$ cat config.mk
export PLATFORM = sky130hd
export DESIGN_NAME = firlp_round
export DESIGN_NICKNAME = d
export VERILOG_FILES = /design/src/firlp_pkg.sv /design/src/firlp_round.sv
export SDC_FILE = /design/constraint.sdc
export NUM_CORES = 1
export LEC_CHECK = 0
export ABC_AREA = 1
export BUFFER_PORTS_ARGS = -buffer_cell sky130_fd_sc_hd__buf_4
export CAP_MARGIN = 5
export CORE_UTILIZATION = 51
export DETAILED_ROUTE_END_ITERATION = 10
export PLACE_DENSITY = 0.95
export SYNTH_ARGS = -nofsm -noshare
export SYNTH_HDL_FRONTEND = slang
export SYNTH_SLANG_ARGS = --single-unit
$ cat constraint.sdc
create_clock -name i_clk -period 4.62 [get_ports i_clk]
set_input_delay 0.924 -clock i_clk [delete_from_list [all_inputs] [get_ports i_clk]]
set_output_delay 0.924 -clock i_clk [all_outputs]
set_load 0.01 [all_outputs]
$ cat src/firlp_pkg.sv
// Shared types, widths and the Q0.16 coefficient table of the 25-tap low-pass FIR.
// No dependencies; imported by every module of the filter.
package firlp_pkg;

    localparam int SAMPLE_W  = 16;
    localparam int COEF_W    = 16;
    localparam int PROD_W    = SAMPLE_W + COEF_W + 1;  // signed sample x unsigned coefficient
    localparam int FRAC_W    = 16;                     // Q0.16 coefficients
    localparam int MIN_ACC_W = 40;
    localparam int TABLE_LEN = 25;
    localparam int GROUP     = 8;                      // products summed per first-level adder
    localparam int SAMPLE_MAX = 32767;
    localparam int SAMPLE_MIN = -32768;

    typedef logic signed [SAMPLE_W-1:0] t_sample;
    typedef logic signed [PROD_W-1:0]   t_prod;
    typedef logic        [COEF_W-1:0]   t_coef;

    // Blackman window, symmetric; the end taps round to zero.
    localparam t_coef COEF_TABLE [TABLE_LEN] = '{
        16'd0,    16'd41,   16'd175,  16'd432,  16'd845,  16'd1439, 16'd2211,
        16'd3122, 16'd4096, 16'd5029, 16'd5806, 16'd6321, 16'd6502, 16'd6321,
        16'd5806, 16'd5029, 16'd4096, 16'd3122, 16'd2211, 16'd1439, 16'd845,
        16'd432,  16'd175,  16'd41,   16'd0
    };

    // Coefficient for tap n; taps beyond the table are zero.
    function automatic t_coef coef_at(input int n);
        t_coef c;
        c = '0;
        if (n < TABLE_LEN) begin
            c = COEF_TABLE[n];
        end
        return c;
    endfunction

endpackage

$ cat src/firlp_round.sv
// Round-half-up, saturation to signed 16 bits and the output register of the FIR.
// Depends on firlp_pkg.
module firlp_round
    import firlp_pkg::*;
#(
    parameter int ACC_W = 40
) (
    input  logic                    i_clk,
    input  logic                    i_rst_n,
    input  logic                    i_valid,
    output logic                    o_ready,
    input  logic signed [ACC_W-1:0] i_acc,
    output logic                    o_valid,
    input  logic                    i_ready,
    output t_sample                 o_data
);

    localparam int Q_W = ACC_W - FRAC_W;

    logic signed [ACC_W-1:0] w_biased;
    logic signed [Q_W-1:0]   w_q;
    t_sample                 n_data;
    t_sample                 r_data;
    logic                    r_valid;
    logic                    w_rdy;

    // add one half, then floor
    assign w_biased = i_acc + ACC_W'(1 << (FRAC_W - 1));
    assign w_q      = $signed(w_biased[ACC_W-1:FRAC_W]);

    always_comb begin
        priority if (w_q > Q_W'(SAMPLE_MAX)) begin
            n_data = SAMPLE_W'(SAMPLE_MAX);
        end else if (w_q < Q_W'(SAMPLE_MIN)) begin
            n_data = SAMPLE_W'(SAMPLE_MIN);
        end else begin
            n_data = w_q[SAMPLE_W-1:0];
        end
    end

    assign w_rdy   = !r_valid || i_ready;
    assign o_ready = w_rdy;
    assign o_valid = r_valid;
    assign o_data  = r_data;

    always_ff @(posedge i_clk) begin
        if (!i_rst_n) begin
            r_valid <= 1'b0;
        end else if (w_rdy) begin
            r_valid <= i_valid;
        end
    end

    always_ff @(posedge i_clk) begin
        if (w_rdy && i_valid) begin
            r_data <= n_data;
        end
    end

endmodule
==> impl_metrics.env <==
export IMPL_yosys_cell_types_count=26
export IMPL_overflow=0
export IMPL_synth_top_cell_by_area="edfxtp_1"
export IMPL_skew_ps=0.868
export IMPL_synth_area_leaders="edfxtp_1 33%, nand2_1 21%, inv_1 6.7%"
export IMPL_cts_buffers=3
export IMPL_clk_pin_slew_ps=90
export IMPL_hold_viol=0
export IMPL_die_x_um=55.4
export IMPL_synth_fp_nets=253
export IMPL_rsz0062_at_grt="no"
export IMPL_htreeDepth=1
export IMPL_critical_path_cell_chain="buf_4 -> ha_1 -> nand2_1 -> nor2_2 -> nand2_1 -> nor2_2 -> nand2_1 -> nand2_1 -> nand2_1 -> inv_1 -> nand2_1 -> nor2_2 -> nand2_2 -> nand2_4 -> nand2_1"
export IMPL_critical_path_arrival_ps=2460
export IMPL_start_util=0.533
export IMPL_detail_route_wirelength_um=3010
export IMPL_dpl_cell_count=284
export IMPL_detail_route_wl_per_cell_um=10.4
export IMPL_fin_setup_tns_ps=0
export IMPL_p_leak_nw=0.880
export IMPL_power_per_cell_area_mw_per_mm2=193
export IMPL_use_met2=0.372
export IMPL_cpLargestDelayFamily="simple AND/OR/NAND/NOR gates"
export IMPL_clock_fmax_ghz=0.413
export IMPL_top_usage_layer="met2"
export IMPL_area_growth_pct=26.6
export IMPL_drtPass1Iterations=4
export IMPL_critPathSlowestCell="nor2_2"
export IMPL_drc=0
export IMPL_setup_ws_ps=2200
export IMPL_end_kind="flip-flop"
export IMPL_layout_nets=303
export IMPL_clk_path_buf_depth=2
export IMPL_ant_nets=0
export IMPL_worstMarginPinSlew_ps=308
export IMPL_grt_pass1_vias=1250
export IMPL_synthTopCellsByCount="81 x nand2_1, 26 x inv_1, 25 x nor2_1"
export IMPL_ctsResizeCount=0
export IMPL_synth_edf_count=16
export IMPL_clock_root_buffer="clkbuf_4"
export IMPL_finish_utilization=0.675
export IMPL_status="finished clean"
export IMPL_io_pins=62
export IMPL_drtIter0Drc=30
export IMPL_routed_via_count=1392
export IMPL_grtUsageTotal=0.212
export IMPL_antenna_cells=0
export IMPL_synth_compound_area_frac=0.0155
export IMPL_holdWs_ps=536
export IMPL_grt_pass1_wl_um=5200
export IMPL_async_reset_ff_frac=0
export IMPL_crit_path_frequent_cell="nand2_1"
export IMPL_synth_main_ff_cell="edfxtp_1"
export IMPL_post_cts_buffers=0
export IMPL_synth_simple_area_share=0.433
export IMPL_worstPathMaxFanout=15
export IMPL_critPathMaxStageDelay_ps=210
export IMPL_coreArea_mm2=0.00273
export IMPL_synth_area_per_cell_um2=7.00
export IMPL_clock_latency_ps=280
export IMPL_grt_use_met1=0.258
export IMPL_ir_drop_uv=184
export IMPL_die_area_mm2=0.00307
export IMPL_cp_num_buf_inv=2
export IMPL_total_power_uw=356
export IMPL_min_period_ps=2420
export IMPL_synth_top_area_share=0.330
export IMPL_fillCellCount=249
export IMPL_use_met3=0.0281
export IMPL_grt_max_degree=17
export IMPL_slew_viol_final=0
export IMPL_synth_fa_ha_area_frac=0.00859
export IMPL_numPortBuffers=46
export IMPL_max_cap_viol_count=0
export IMPL_synth_seq_cells=17
export IMPL_antenna_found_initial=0
export IMPL_place_ws_ps=1900
export IMPL_yosys_warnings=0
export IMPL_required_ps=4660
export IMPL_synth_top_family_by_area="simple AND/OR/NAND/NOR gates"
export IMPL_post_dp_hpwl_um=2590
export IMPL_gp_congestion=0.975
export IMPL_syn_area_mm2=0.00146
export IMPL_yosysMostFrequentCell="nand2_1"
export IMPL_die_h_um=55.4
export IMPL_routed_via_density=4.83
export IMPL_slew_headroom=0.794
export IMPL_cts_tree="done"
export IMPL_worstSetupPathType="input pin to flip-flop"
export IMPL_ys_seq_area_frac=0.344
export IMPL_cp_start_kind="input pin"
export IMPL_synthMuxAreaShare=0
export IMPL_hold_buffers=0
export IMPL_min_delay_path_class="flip-flop to flip-flop"
export IMPL_final_setup_viol_count=0
export IMPL_drive_gt1_frac=0.280
export IMPL_synth_xor_area_frac=0.109
export IMPL_dpl_cell_area_mm2=0.00182
export IMPL_final_area_mm2=0.00184
export IMPL_final_cells=288
export IMPL_num_rows=19
export IMPL_numClockSinks=17
export IMPL_timing_final_crit_share=0.524
export IMPL_syn_instance_count=208
[registers in the layout, summed over array words and instances, names as in the netlist]
name and cells:
o_valid 1, o_data 16
[layout make-up]
type | instances | area, µm² | share of cell area
flip-flops and latches | 17 | 500 | 0.271
inverters | 27 | 101 | 0.0550
well taps | 31 | 38.8 | 0.0210
repair buffers | 47 | 353 | 0.191
multi-input cells | 162 | 825 | 0.447
clock buffers | 4 | 26.3 | 0.0142
[report_power, final]
part / total (mW) / leakage (nW) / switching (mW) / internal (mW)
Combinational: 0.0976 / 0.707 / 0.0524 / 0.0452
Clock: 0.0755 / 0.0150 / 0.0419 / 0.0335
Sequential: 0.183 / 0.158 / 0.00255 / 0.180
[per-layer routing]
layer	wire, µm	vias to the layer above
met4	34	0
met3	140	4
met1	1280	602
met2	1550	45
li1	-	741
met5	0	-
[worst min-delay path, cell delays in order, from the launching register on]
cell      delay [ps]
dfxtp_1          330
nand2_1           80
a21boi_0          80
[worst paths after layout]
kind / from / end / slack (ps) / cells past startpoint
setup / recovery: i_acc[15] / o_data[5] / 2200 / 15
hold / removal: o_valid / o_valid / 540 / 2
setup reg to reg: o_valid / o_data[2] / 3600 / 2
hold reg to reg: o_valid / o_valid / 540 / 2
[cells in the final DEF (no fill, tap or decap), types with 3 or more instances in the layout]
cell type  synthesis  layout
buf_4              0      47
clkbuf_4           0       3
edfxtp_1          16      16
inv_1             26      26
nand2_1           81      81
nand2_2            7       7
nand3_1            8       8
nor2_1            25      25
nor2_2             8       8
xnor2_1            7       7
xor2_1             8       8
[cells by family (layout without fill, tap and decap cells)]
family,after synthesis,count (layout)
flip-flops,17,17
adder cells (fa/ha/maj),1,1
AO/OA/AOI/OAI,4,4
buffers and inverters,29,78
AND/OR/NAND/NOR,141,141
XOR/XNOR,16,16
Note: power is estimated with default switching activity, not from simulation.
