## config.mk

```make
export PLATFORM = sky130hd
export DESIGN_NAME = firlp_tree
export DESIGN_NICKNAME = d
export VERILOG_FILES = /design/src/firlp_pkg.sv /design/src/firlp_tree.sv
export SDC_FILE = /design/constraint.sdc
export NUM_CORES = 2
export LEC_CHECK = 0
export BUFFER_PORTS_ARGS = -buffer_cell sky130_fd_sc_hd__buf_2
export CAP_MARGIN = 0
export CELL_PAD_IN_SITES_DETAIL_PLACEMENT = 0
export CELL_PAD_IN_SITES_GLOBAL_PLACEMENT = 1
export CORE_MARGIN = 8
export CORE_UTILIZATION = 30
export DETAILED_ROUTE_END_ITERATION = 7
export MAX_ROUTING_LAYER = met4
export PLACE_DENSITY_LB_ADDON = 0.05
export SYNTH_ARGS = -nofsm -noshare
export SYNTH_HDL_FRONTEND = slang
export SYNTH_SLANG_ARGS = --single-unit
```

## constraint.sdc

```tcl
create_clock -name i_clk -period 10.25 [get_ports i_clk]
set_clock_uncertainty 0.1 [all_clocks]
set_input_delay 2.05 -clock i_clk [delete_from_list [all_inputs] [get_ports i_clk]]
set_output_delay 2.05 -clock i_clk [all_outputs]
set_load 0.01 [all_outputs]
```

## src/firlp_pkg.sv

```systemverilog
// Shared types, widths and the Q0.16 coefficient table of the 25-tap low-pass FIR.
// No dependencies; imported by every module of the filter.
package firlp_pkg;

    localparam int SAMPLE_W  = 16;
    localparam int COEF_W    = 16;
    localparam int PROD_W    = SAMPLE_W + COEF_W + 1;  // signed sample x unsigned coefficient
    localparam int FRAC_W    = 16;                     // Q0.16 coefficients
    localparam int MIN_ACC_W = 40;
    localparam int TABLE_LEN = 25;
    localparam int GROUP     = 8;                      // products summed per first-level adder
    localparam int SAMPLE_MAX = 32767;
    localparam int SAMPLE_MIN = -32768;

    typedef logic signed [SAMPLE_W-1:0] t_sample;
    typedef logic signed [PROD_W-1:0]   t_prod;
    typedef logic        [COEF_W-1:0]   t_coef;

    // Blackman window, symmetric; the end taps round to zero.
    localparam t_coef COEF_TABLE [TABLE_LEN] = '{
        16'd0,    16'd41,   16'd175,  16'd432,  16'd845,  16'd1439, 16'd2211,
        16'd3122, 16'd4096, 16'd5029, 16'd5806, 16'd6321, 16'd6502, 16'd6321,
        16'd5806, 16'd5029, 16'd4096, 16'd3122, 16'd2211, 16'd1439, 16'd845,
        16'd432,  16'd175,  16'd41,   16'd0
    };

    // Coefficient for tap n; taps beyond the table are zero.
    function automatic t_coef coef_at(input int n);
        t_coef c;
        c = '0;
        if (n < TABLE_LEN) begin
            c = COEF_TABLE[n];
        end
        return c;
    endfunction

endpackage

```

## src/firlp_tree.sv

```systemverilog
// Two-level registered adder tree summing the tap products of the low-pass FIR.
// Depends on firlp_pkg.
module firlp_tree
    import firlp_pkg::*;
#(
    parameter int TAPS  = 25,
    parameter int ACC_W = 40
) (
    input  logic                    i_clk,
    input  logic                    i_rst_n,
    input  logic                    i_valid,
    output logic                    o_ready,
    input  t_prod                   i_prod [TAPS],
    output logic                    o_valid,
    input  logic                    i_ready,
    output logic signed [ACC_W-1:0] o_acc
);

    localparam int NG = (TAPS + GROUP - 1) / GROUP;

    logic signed [ACC_W-1:0] w_term [NG][GROUP];
    logic signed [ACC_W-1:0] n_grp  [NG];
    logic signed [ACC_W-1:0] r_grp  [NG];
    logic signed [ACC_W-1:0] n_acc;
    logic signed [ACC_W-1:0] r_acc;
    logic                    r_v2;
    logic                    r_v3;
    logic                    w_rdy2;
    logic                    w_rdy3;

    for (genvar g = 0; g < NG; g++) begin : g_grp
        for (genvar k = 0; k < GROUP; k++) begin : g_term
            if (g * GROUP + k < TAPS) begin : g_used
                assign w_term[g][k] = ACC_W'(i_prod[g*GROUP+k]);
            end else begin : g_pad
                assign w_term[g][k] = '0;
            end
        end
    end

    always_comb begin
        for (int g = 0; g < NG; g++) begin
            n_grp[g] = '0;
            for (int k = 0; k < GROUP; k++) begin
                n_grp[g] = n_grp[g] + w_term[g][k];
            end
        end
        n_acc = '0;
        for (int g = 0; g < NG; g++) begin
            n_acc = n_acc + r_grp[g];
        end
    end

    assign w_rdy3  = !r_v3 || i_ready;
    assign w_rdy2  = !r_v2 || w_rdy3;
    assign o_ready = w_rdy2;
    assign o_valid = r_v3;
    assign o_acc   = r_acc;

    always_ff @(posedge i_clk) begin
        if (!i_rst_n) begin
            r_v2 <= 1'b0;
            r_v3 <= 1'b0;
        end else begin
            if (w_rdy2) begin
                r_v2 <= i_valid;
            end
            if (w_rdy3) begin
                r_v3 <= r_v2;
            end
        end
    end

    always_ff @(posedge i_clk) begin
        if (w_rdy2 && i_valid) begin
            r_grp <= n_grp;
        end
        if (w_rdy3 && r_v2) begin
            r_acc <= n_acc;
        end
    end

endmodule

```

==> reports/qor.yml <==
io_buffers: 870
layout.cells.most_common: "inv_1"
setup.reg_to_reg.worst_slack_ns: 5.73
ys_warn_count: 0
std_cell_rows: 118
arrival_ns: 7.26
synth-compound-area-share: 0.09180
postRouteAntennaNets: 0
critical_path.reg2reg.startpoint: "r_grp[49]"
clock.fmax_mhz: 139.8
totalWireLength_um: 99940
cts_buf_count: 17
multi_input_comb_area_mm2: 0.02103
synth_adder_area_share: 0.5003
cts_root_buf: "clkbuf_16"
sequential_cell_area_mm2: 0.005836
hold_path_startpoint: "r_v2"
io_pins: 871
yosys_most_used_dff: "edfxtp_1"
cp-end-kind: "flop"
post_dp_cell_area_mm2: 0.03722
global_route.overflow_total: 0
tritoncts_clock_tree: "built"
ys_seq_elements: 195
maxSlewHeadroom: 0.3950
final_hold_violations: 0
synth.yosys.seq_area_share: 0.1871
fillers: 10850
drt_drc_violations_left: 0
synth-edff-count: 193
cts-htree-levels: 4
cts_hold_buf: 0
fin_crit_ns: 7.155
async_reset_ff_frac: 0
gr-usage-all-layers: 0.1788
dr.first_iter.drc_count: 782
status: "complete, no violations"
antenna_found_initial: 51
worst_r2r_path_depth: 12
synth-xor-area-share: 0.03593
max_slew.worst_pin.slew_ns: 0.9074
clkSinkCount: 195
post_synth_net_total: 4712
largest_net_degree_at_the_start_of_global_routing: 66
area_growth_pct: 21.54
worstPathRequired_ns: 10.36
finalWeightedCongestion: 0.8450
die_y_um: 338.5
post-cts-setup-buffer-count: 0
syn_avg_cell_area_um2: 10.24
cts_max_path_buffers: 2
post_synth_and_or_nand_nor_area_fraction: 0.04528
r2r-end: "o_acc[32]"
timing.critical_path.fanout_max: 5
starting_density_of_the_core: 0.3019
core_region_area_mm2: 0.1033
post_synth_num_cell_types: 73
main_combinational_cell_family_by_area_after_synthesis: "adder cells"
floorplan_die_width_um: 338.5
setup.worst_path.class: "in2reg"
dp.final_hpwl_um: 93230
layout.cells.most_common_list: "inv_1 (1132), buf_2 (870), fa_1 (684)"
dieArea_mm2: 0.1146
vias_in_the_first_global_route: 25710
number_of_nets_in_the_final_layout: 5579
maxCapViolations: 0
grt_pass1_wl_um: 151700
grt_setup_unrepaired: "no"
timing.hold.worst.class: "reg2reg"
via_per_inst: 4.229
drive_gt1_frac: 0.2343
cts.repair.resized: 0
synth.mux.area_fraction: 0.0003208
dp_slack_ns: 2.618
clock_latency_ns: 0.46
clk_pin_slew_worst_paths_ns: 0.08
detailroute.via_count: 22590
critPathLaunchType: "input port"
timing.final.crit_share: 0.6980
fin_area_mm2: 0.03792
setup_total_negative_slack_ns: 0
min_delay_path_depth: 1
detail_route.first_pass.iterations: 7
setup_viol_count_final: 0
drt-wirelength-per-cell_um: 18.70
fin_ws_ns: 3.095
synthesis.area_mm2: 0.03120
holdPathEnd: "o_valid"
timing.final.max_slew_violations: 0
syn-instance-count: 3046
cells by family after synthesis:
logic type | Yosys count
buffers and inverters | 1158
adders and majority gates | 837
AOI/OAI and AO/OA | 439
and+or+nand+nor | 288
DFF | 195
xor gates and xnor gates | 128
muxes | 1
registers in the layout, indices dropped and copies added (netlist names):
register	count
r_v2	1
o_acc	40
r_grp	153
o_valid	1
worst max-delay path, cell delays in order:
cell      delay (ns)
buf_2           0.11
fa_1            0.53
inv_1           0.05
fa_1            0.56
fa_1            0.45
fa_1            0.44
inv_1           0.07
ha_1            0.15
inv_1           0.06
fa_1            0.45
nor2b_1         0.16
o31ai_1         0.15
a211oi_2        0.43
o21ai_1         0.21
a31oi_1         0.54
o21a_1          0.18
nor2_1          0.07
o311a_1         0.36
a211o_1         0.26
how the worst max path moves through the flow:
stage / slack (ns) / startpoint / endpoint
after global placement: 2.67 / i_prod[399] / r_grp[115]
after detailed placement: 2.62 / i_prod[662] / r_grp[158]
after floorplan: 3.44 / i_prod[662] / r_grp[158]
final: 3.10 / i_prod[662] / r_grp[158]
after CTS: 3.13 / i_prod[662] / r_grp[158]
after global routing: 2.71 / i_prod[399] / r_grp[115]
stage by stage:
| stage | utilization | hold slack [ns] | instances |
|---|---|---|---|
| after floorplan | - | 0.3768 | 3046 |
| after global placement | 0.3601 | 0.4242 | 5274 |
| after detailed placement | 0.3601 | 0.4273 | 5274 |
| after CTS | 0.3660 | 0.4481 | 5306 |
| after global routing | 0.3668 | 0.4739 | 5338 |
| final | 0.3669 | 0.4426 | 5343 |
Yosys cell counts, types with 25 or more instances:
| library cell | count | share of area |
|---|---|---|
| nand2_1 | 66 | 0.0079 |
| a21oi_1 | 136 | 0.022 |
| nand3_1 | 30 | 0.0048 |
| o21ai_0 | 48 | 0.0077 |
| inv_1 | 1132 | 0.14 |
| a21o_1 | 72 | 0.017 |
| clkbuf_1 | 25 | 0.0030 |
| ha_1 | 153 | 0.061 |
| fa_1 | 684 | 0.44 |
| o21ai_1 | 29 | 0.0047 |
| xnor2_1 | 91 | 0.026 |
| xor2_1 | 37 | 0.010 |
| nand4_1 | 28 | 0.0056 |
| nor2_1 | 70 | 0.0084 |
| edfxtp_1 | 193 | 0.19 |
cell type report:
type                            instances  area share
Multi-Input combinational cell       1693      0.5545
Sequential cell                       195      0.1539
Timing Repair Buffer                  873      0.1154
Inverter                             1133      0.1122
Tap cell                             1380     0.04554
Clock buffer                           17     0.01122
Clock inverter                         15    0.004818
Antenna cell                           37    0.002442
per-layer routing:
metal	global-route usage	up-vias	routed length, um
met4	0.02775	0	926
met3	0.03302	42	5081
met2	0.3394	489	56930
li1	-	10880	-
met1	0.1968	11190	37000
met5	-	-	0
Power is not shown: default switching activity piles up to over one toggle a cycle in this logic, so the estimate is an artifact.
