==> config.mk <==
export PLATFORM = sky130hd
export DESIGN_NAME = firlp_taps
export DESIGN_NICKNAME = d
export VERILOG_FILES = /design/src/firlp_pkg.sv /design/src/firlp_taps.sv
export SDC_FILE = /design/constraint.sdc
export NUM_CORES = 2
export LEC_CHECK = 0
export ABC_AREA = 1
export BUFFER_PORTS_ARGS = -buffer_cell sky130_fd_sc_hd__buf_2
export CORE_MARGIN = 2
export CORE_UTILIZATION = 33
export CTS_BUF_LIST = sky130_fd_sc_hd__clkbuf_4 sky130_fd_sc_hd__clkbuf_8
export CTS_CLUSTER_DIAMETER = 80
export DETAILED_ROUTE_END_ITERATION = 7
export GPL_ROUTABILITY_DRIVEN = 0
export PLACE_DENSITY = 0.49
export SLEW_MARGIN = 20
export SYNTH_ARGS = -nofsm -noshare
export SYNTH_HDL_FRONTEND = slang
export SYNTH_SLANG_ARGS = --single-unit
==> constraint.sdc <==
create_clock -name i_clk -period 43.6 [get_ports i_clk]
set_input_delay 0 -clock i_clk [delete_from_list [all_inputs] [get_ports i_clk]]
set_output_delay 0 -clock i_clk [all_outputs]
set_load 0.02 [all_outputs]
==> src/firlp_pkg.sv <==
// Shared types, widths and the Q0.16 coefficient table of the 25-tap low-pass FIR.
// No dependencies; imported by every module of the filter.
package firlp_pkg;

    localparam int SAMPLE_W  = 16;
    localparam int COEF_W    = 16;
    localparam int PROD_W    = SAMPLE_W + COEF_W + 1;  // signed sample x unsigned coefficient
    localparam int FRAC_W    = 16;                     // Q0.16 coefficients
    localparam int MIN_ACC_W = 40;
    localparam int TABLE_LEN = 25;
    localparam int GROUP     = 8;                      // products summed per first-level adder
    localparam int SAMPLE_MAX = 32767;
    localparam int SAMPLE_MIN = -32768;

    typedef logic signed [SAMPLE_W-1:0] t_sample;
    typedef logic signed [PROD_W-1:0]   t_prod;
    typedef logic        [COEF_W-1:0]   t_coef;

    // Blackman window, symmetric; the end taps round to zero.
    localparam t_coef COEF_TABLE [TABLE_LEN] = '{
        16'd0,    16'd41,   16'd175,  16'd432,  16'd845,  16'd1439, 16'd2211,
        16'd3122, 16'd4096, 16'd5029, 16'd5806, 16'd6321, 16'd6502, 16'd6321,
        16'd5806, 16'd5029, 16'd4096, 16'd3122, 16'd2211, 16'd1439, 16'd845,
        16'd432,  16'd175,  16'd41,   16'd0
    };

    // Coefficient for tap n; taps beyond the table are zero.
    function automatic t_coef coef_at(input int n);
        t_coef c;
        c = '0;
        if (n < TABLE_LEN) begin
            c = COEF_TABLE[n];
        end
        return c;
    endfunction

endpackage

==> src/firlp_taps.sv <==
// Delay line (input register) and per-tap constant products of the low-pass FIR.
// Depends on firlp_pkg.
module firlp_taps
    import firlp_pkg::*;
#(
    parameter int TAPS = 25
) (
    input  logic    i_clk,
    input  logic    i_rst_n,
    input  logic    i_valid,
    output logic    o_ready,
    input  t_sample i_sample,
    output logic    o_valid,
    input  logic    i_ready,
    output t_prod   o_prod [TAPS]
);

    t_sample r_taps [TAPS];
    logic    r_v0;
    t_prod   r_prod [TAPS];
    t_prod   n_prod [TAPS];
    logic    r_v1;
    logic    w_rdy0;
    logic    w_rdy1;
    logic    w_fire;

    assign w_rdy1  = !r_v1 || i_ready;
    assign w_rdy0  = !r_v0 || w_rdy1;
    assign w_fire  = i_valid && w_rdy0;
    assign o_ready = w_rdy0;
    assign o_valid = r_v1;
    assign o_prod  = r_prod;

    // tap 0 is the newest sample
    always_ff @(posedge i_clk) begin
        if (!i_rst_n) begin
            for (int k = 0; k < TAPS; k++) begin
                r_taps[k] <= '0;
            end
            r_v0 <= 1'b0;
            r_v1 <= 1'b0;
        end else begin
            if (w_fire) begin
                r_taps[0] <= i_sample;
                for (int k = 1; k < TAPS; k++) begin
                    r_taps[k] <= r_taps[k-1];
                end
            end
            if (w_rdy0) begin
                r_v0 <= i_valid;
            end
            if (w_rdy1) begin
                r_v1 <= r_v0;
            end
        end
    end

    // constant multipliers, one per tap
    always_comb begin
        for (int k = 0; k < TAPS; k++) begin
            n_prod[k] = $signed({1'b0, coef_at(k)}) * r_taps[k];
        end
    end

    always_ff @(posedge i_clk) begin
        if (w_rdy1 && r_v0) begin
            r_prod <= n_prod;
        end
    end

    a_newest: assert property (@(posedge i_clk) disable iff (!i_rst_n)
        w_fire |=> r_taps[0] == $past(i_sample))
        else $error("newest tap does not hold the accepted sample");

    a_age: assert property (@(posedge i_clk) disable iff (!i_rst_n)
        w_fire |=> r_taps[TAPS-1] == $past(r_taps[TAPS-2]))
        else $error("delay line did not shift by one on a beat");

    a_hold: assert property (@(posedge i_clk) disable iff (!i_rst_n)
        (r_v0 && !w_rdy1) |=> (r_v0 && $stable(r_taps[0])))
        else $error("window changed while waiting for the product stage");

endmodule

==> out/metrics.yaml <==
path_cells: "nand3_1 > nand2_1 > nand2_4 > buf_4 > buf_4 > buf_4 > buf_4 > buf_4"
synth_edf_count: 987
root_buffer: "clkbuf_8"
syn_area_um2: 111000
yosysSeqAreaShare_pct: 26.7
critPathSlowestCell: "buf_4"
fp.coreArea_um2: 334000
critPathBufInv: 5
die_h_um: 584
drv_cap: 0
numClockSinks: 989
grt_first_pass_wirelength_mm: 467
synthSimpleGateAreaFrac_pct: 12.5
outcome: "complete, no violations"
clk_pin_slew_ns: 0.05
cp.arrival_ns: 6.08
setup_tns_ns: 0
combPwrFrac_pct: 63.5
cts-resized-gates: 0
worst_pin_slew_ns: 1.10
yosys_warnings: 0
layout_commonest_cell: "inv_1"
p_clk_share_pct: 14.4
grt_pass1_vias: 80300
antenna_found_initial: 23
grt_overflow: 0
fin_nets: 15800
areaGrowthSynthToFinish_pct: 11.2
synth_xor_xnor_area_share_pct: 3.35
postSynthAreaPerCell_um2: 9.21
post_cts_buffers: 0
layout_common_cells: "3156 x inv_1, 1765 x nand2_1, 1720 x ha_1"
path_common_cell: "buf_4"
syn_inst: 12100
yosys.area_share.adder_pct: 40.0
ys_ff_latch: 989
max_freq_ghz: 0.183
critPathLaunchType: "register"
dpl.hpwl_mm: 251
fin_skew_ns: 0.0746
synth_top_cell_area_share_pct: 26.7
placementRows: 212
setup_viol: 0
cts_tree: "yes"
yosysTopAreaCell: "edfxtp_1"
synthMuxAreaShare_pct: 0.0271
cts_made_buffers: 203
drt_wl_total_mm: 301
synth_compound_area_share_pct: 4.89
regArea_um2: 29700
clk_latency_ns: 1.07
start_util_pct: 33.2
die_area_um2: 341000
p_per_area_nw_per_um2: 57.5
layout.cells.non_filler: 17400
ys.flop_type: "edfxtp_1"
die-width_um: 584
wire_per_inst_um: 17.2
whs_ns: 0.351
reg2reg_slack_ns: 38.15
cts.htree.levels: 4
p_seq_share_pct: 22.1
crit_type: "register to register"
p_int_w: 0.00354
drive_gt1_share_pct: 9.08
slew_headroom_pct: 26.7
vias_per_cell: 4.49
required_ns: 44.23
worst_setup_path_end_kind: "register"
clockBufferDepth: 4
rsz0062_at_grt: "false"
nFillCells: 34500
hold_violations: 0
finalCritPeriodShare_pct: 12.5
ant_nets: 0
yosysUniqueCellTypes: 52
hold_class: "primary input to register"
swShare_pct: 50.1
synth_area_leaders: "edfxtp_1 27%, fa_1 21%, ha_1 19%"
grt_usage_pct: 17.6
drc: 0
synth_top_family_by_area: "adder cells"
num_vias: 78400
ys_async_sr_fraction_pct: 0
place_inst: 17000
finalCriticalPeriod_ns: 5.45
multi_input_area_um2: 67900
cp_max_fo: 61
cpPeakStageDelay_ns: 0.80
drtIter0Drc: 4005
io_buffers: 743
maxSlewViolCount: 0
grt_max_degree: 113
ioPinCount: 847
drt_pass1_iterations: 6
power_leakage_nw: 65.3
p_sw_w: 0.00356
crit_family: "buffers and inverters"
ir_drop_uv: 40.7
==> worst reg2reg max path, stage by stage (launching register included) <==
cell	delay (ns)
dfxtp_1	0.36
nand3_1	0.21
nand2_1	0.14
nand2_4	0.42
buf_4	0.71
buf_4	0.81
buf_4	0.79
buf_4	0.72
buf_4	0.79
==> what timing repair did <==
action,in CTS,in global routing
setup endpoints to repair,0,0
hold buffers,41,0
endpoints found under the hold margin,224,0
==> metal layers <==
layer  global-route usage [%]  share of wire [%]  wire, um  vias to the layer above
li1                         -                  -         -                    39100
met1                     24.4                 47    141000                    37400
met2                     28.9                 46    137000                     1501
met3                     2.64                4.8     14300                      354
met4                     4.29                2.5      7530                        4
met5                        0             0.0090        27                        -
==> synthesized netlist by cell type, drive strengths merged, types with 4 or more instances <==
| cell | instances |
|---|---|
| ha | 1720 |
| clkinv | 5 |
| edfxtp | 987 |
| inv | 3160 |
| nand3b | 14 |
| or2 | 22 |
| fa | 1144 |
| o21bai | 51 |
| a21boi | 15 |
| o31ai | 7 |
| o21ai | 277 |
| a21o | 55 |
| o211ai | 4 |
| nand3 | 363 |
| nor3 | 79 |
| and2 | 11 |
| nand2 | 1805 |
| nand4 | 166 |
| buf | 263 |
| xor2 | 273 |
| o21a | 34 |
| a31oi | 8 |
| xnor2 | 152 |
| clkbuf | 14 |
| a21oi | 532 |
| nor2b | 4 |
| nor2 | 872 |
| nor4 | 5 |
==> power groups by stage <==
stage               clock [W]  combinational (W)  sequential (W)
finish                0.00102            0.00451         0.00157
global route          0.00111            0.00515         0.00159
CTS                   0.00107            0.00456         0.00158
detailed placement          0            0.00451         0.00159
global placement            0            0.00454         0.00159
floorplan                   0            0.00305         0.00175
==> flip-flops by register name (all words and copies together), names as in the netlist <==
signal,flops
o_valid,1
r_v0,1
r_taps,384
o_prod,603
==> cell families after synthesis <==
kind of cell	Yosys count
mux	3
flops	989
compound gates	984
simple gates	3343
buf+inv	3442
xor+xnor	425
fa+ha+maj	2864
other cells	1
==> path summary, 6_finish.rpt <==
kind,startpoint,endpoint,cells past startpoint
worst max-delay path,o_valid,r_taps[0][19],8
worst min-delay path,i_sample[10],r_taps[0][10],5
worst max register to register,o_valid,r_taps[0][19],8
worst min register to register,r_taps[2][2],o_prod[278],0
==> metrics by stage <==
step / worst slack, ns / total power (W) / instance area [um^2] / util [%]
2_1_floorplan: 12.54 / 0.00480 / 111000 / -
3_3_place_gp: 38.15 / 0.00613 / 119000 / 35.6
3_5_place_dp: 38.08 / 0.00610 / 119000 / 35.6
4_1_cts: 38.01 / 0.00721 / 123000 / 36.9
5_1_grt: 37.73 / 0.00785 / 123000 / 36.9
6_report: 38.15 / 0.00709 / 123000 / 36.9
==> final cells by class <==
| class | count | area share [%] |
|---|---|---|
| tap | 4387 | 4.45 |
| multi-input combinational | 7722 | 55.0 |
| clock inverter | 111 | 0.775 |
| timing repair buffer | 812 | 3.55 |
| antenna | 11 | 0.0223 |
| clock buffer | 240 | 2.49 |
| inverter | 3165 | 9.63 |
| sequential | 989 | 24.1 |
No activity file was read; power rests on OpenSTA's default activity.
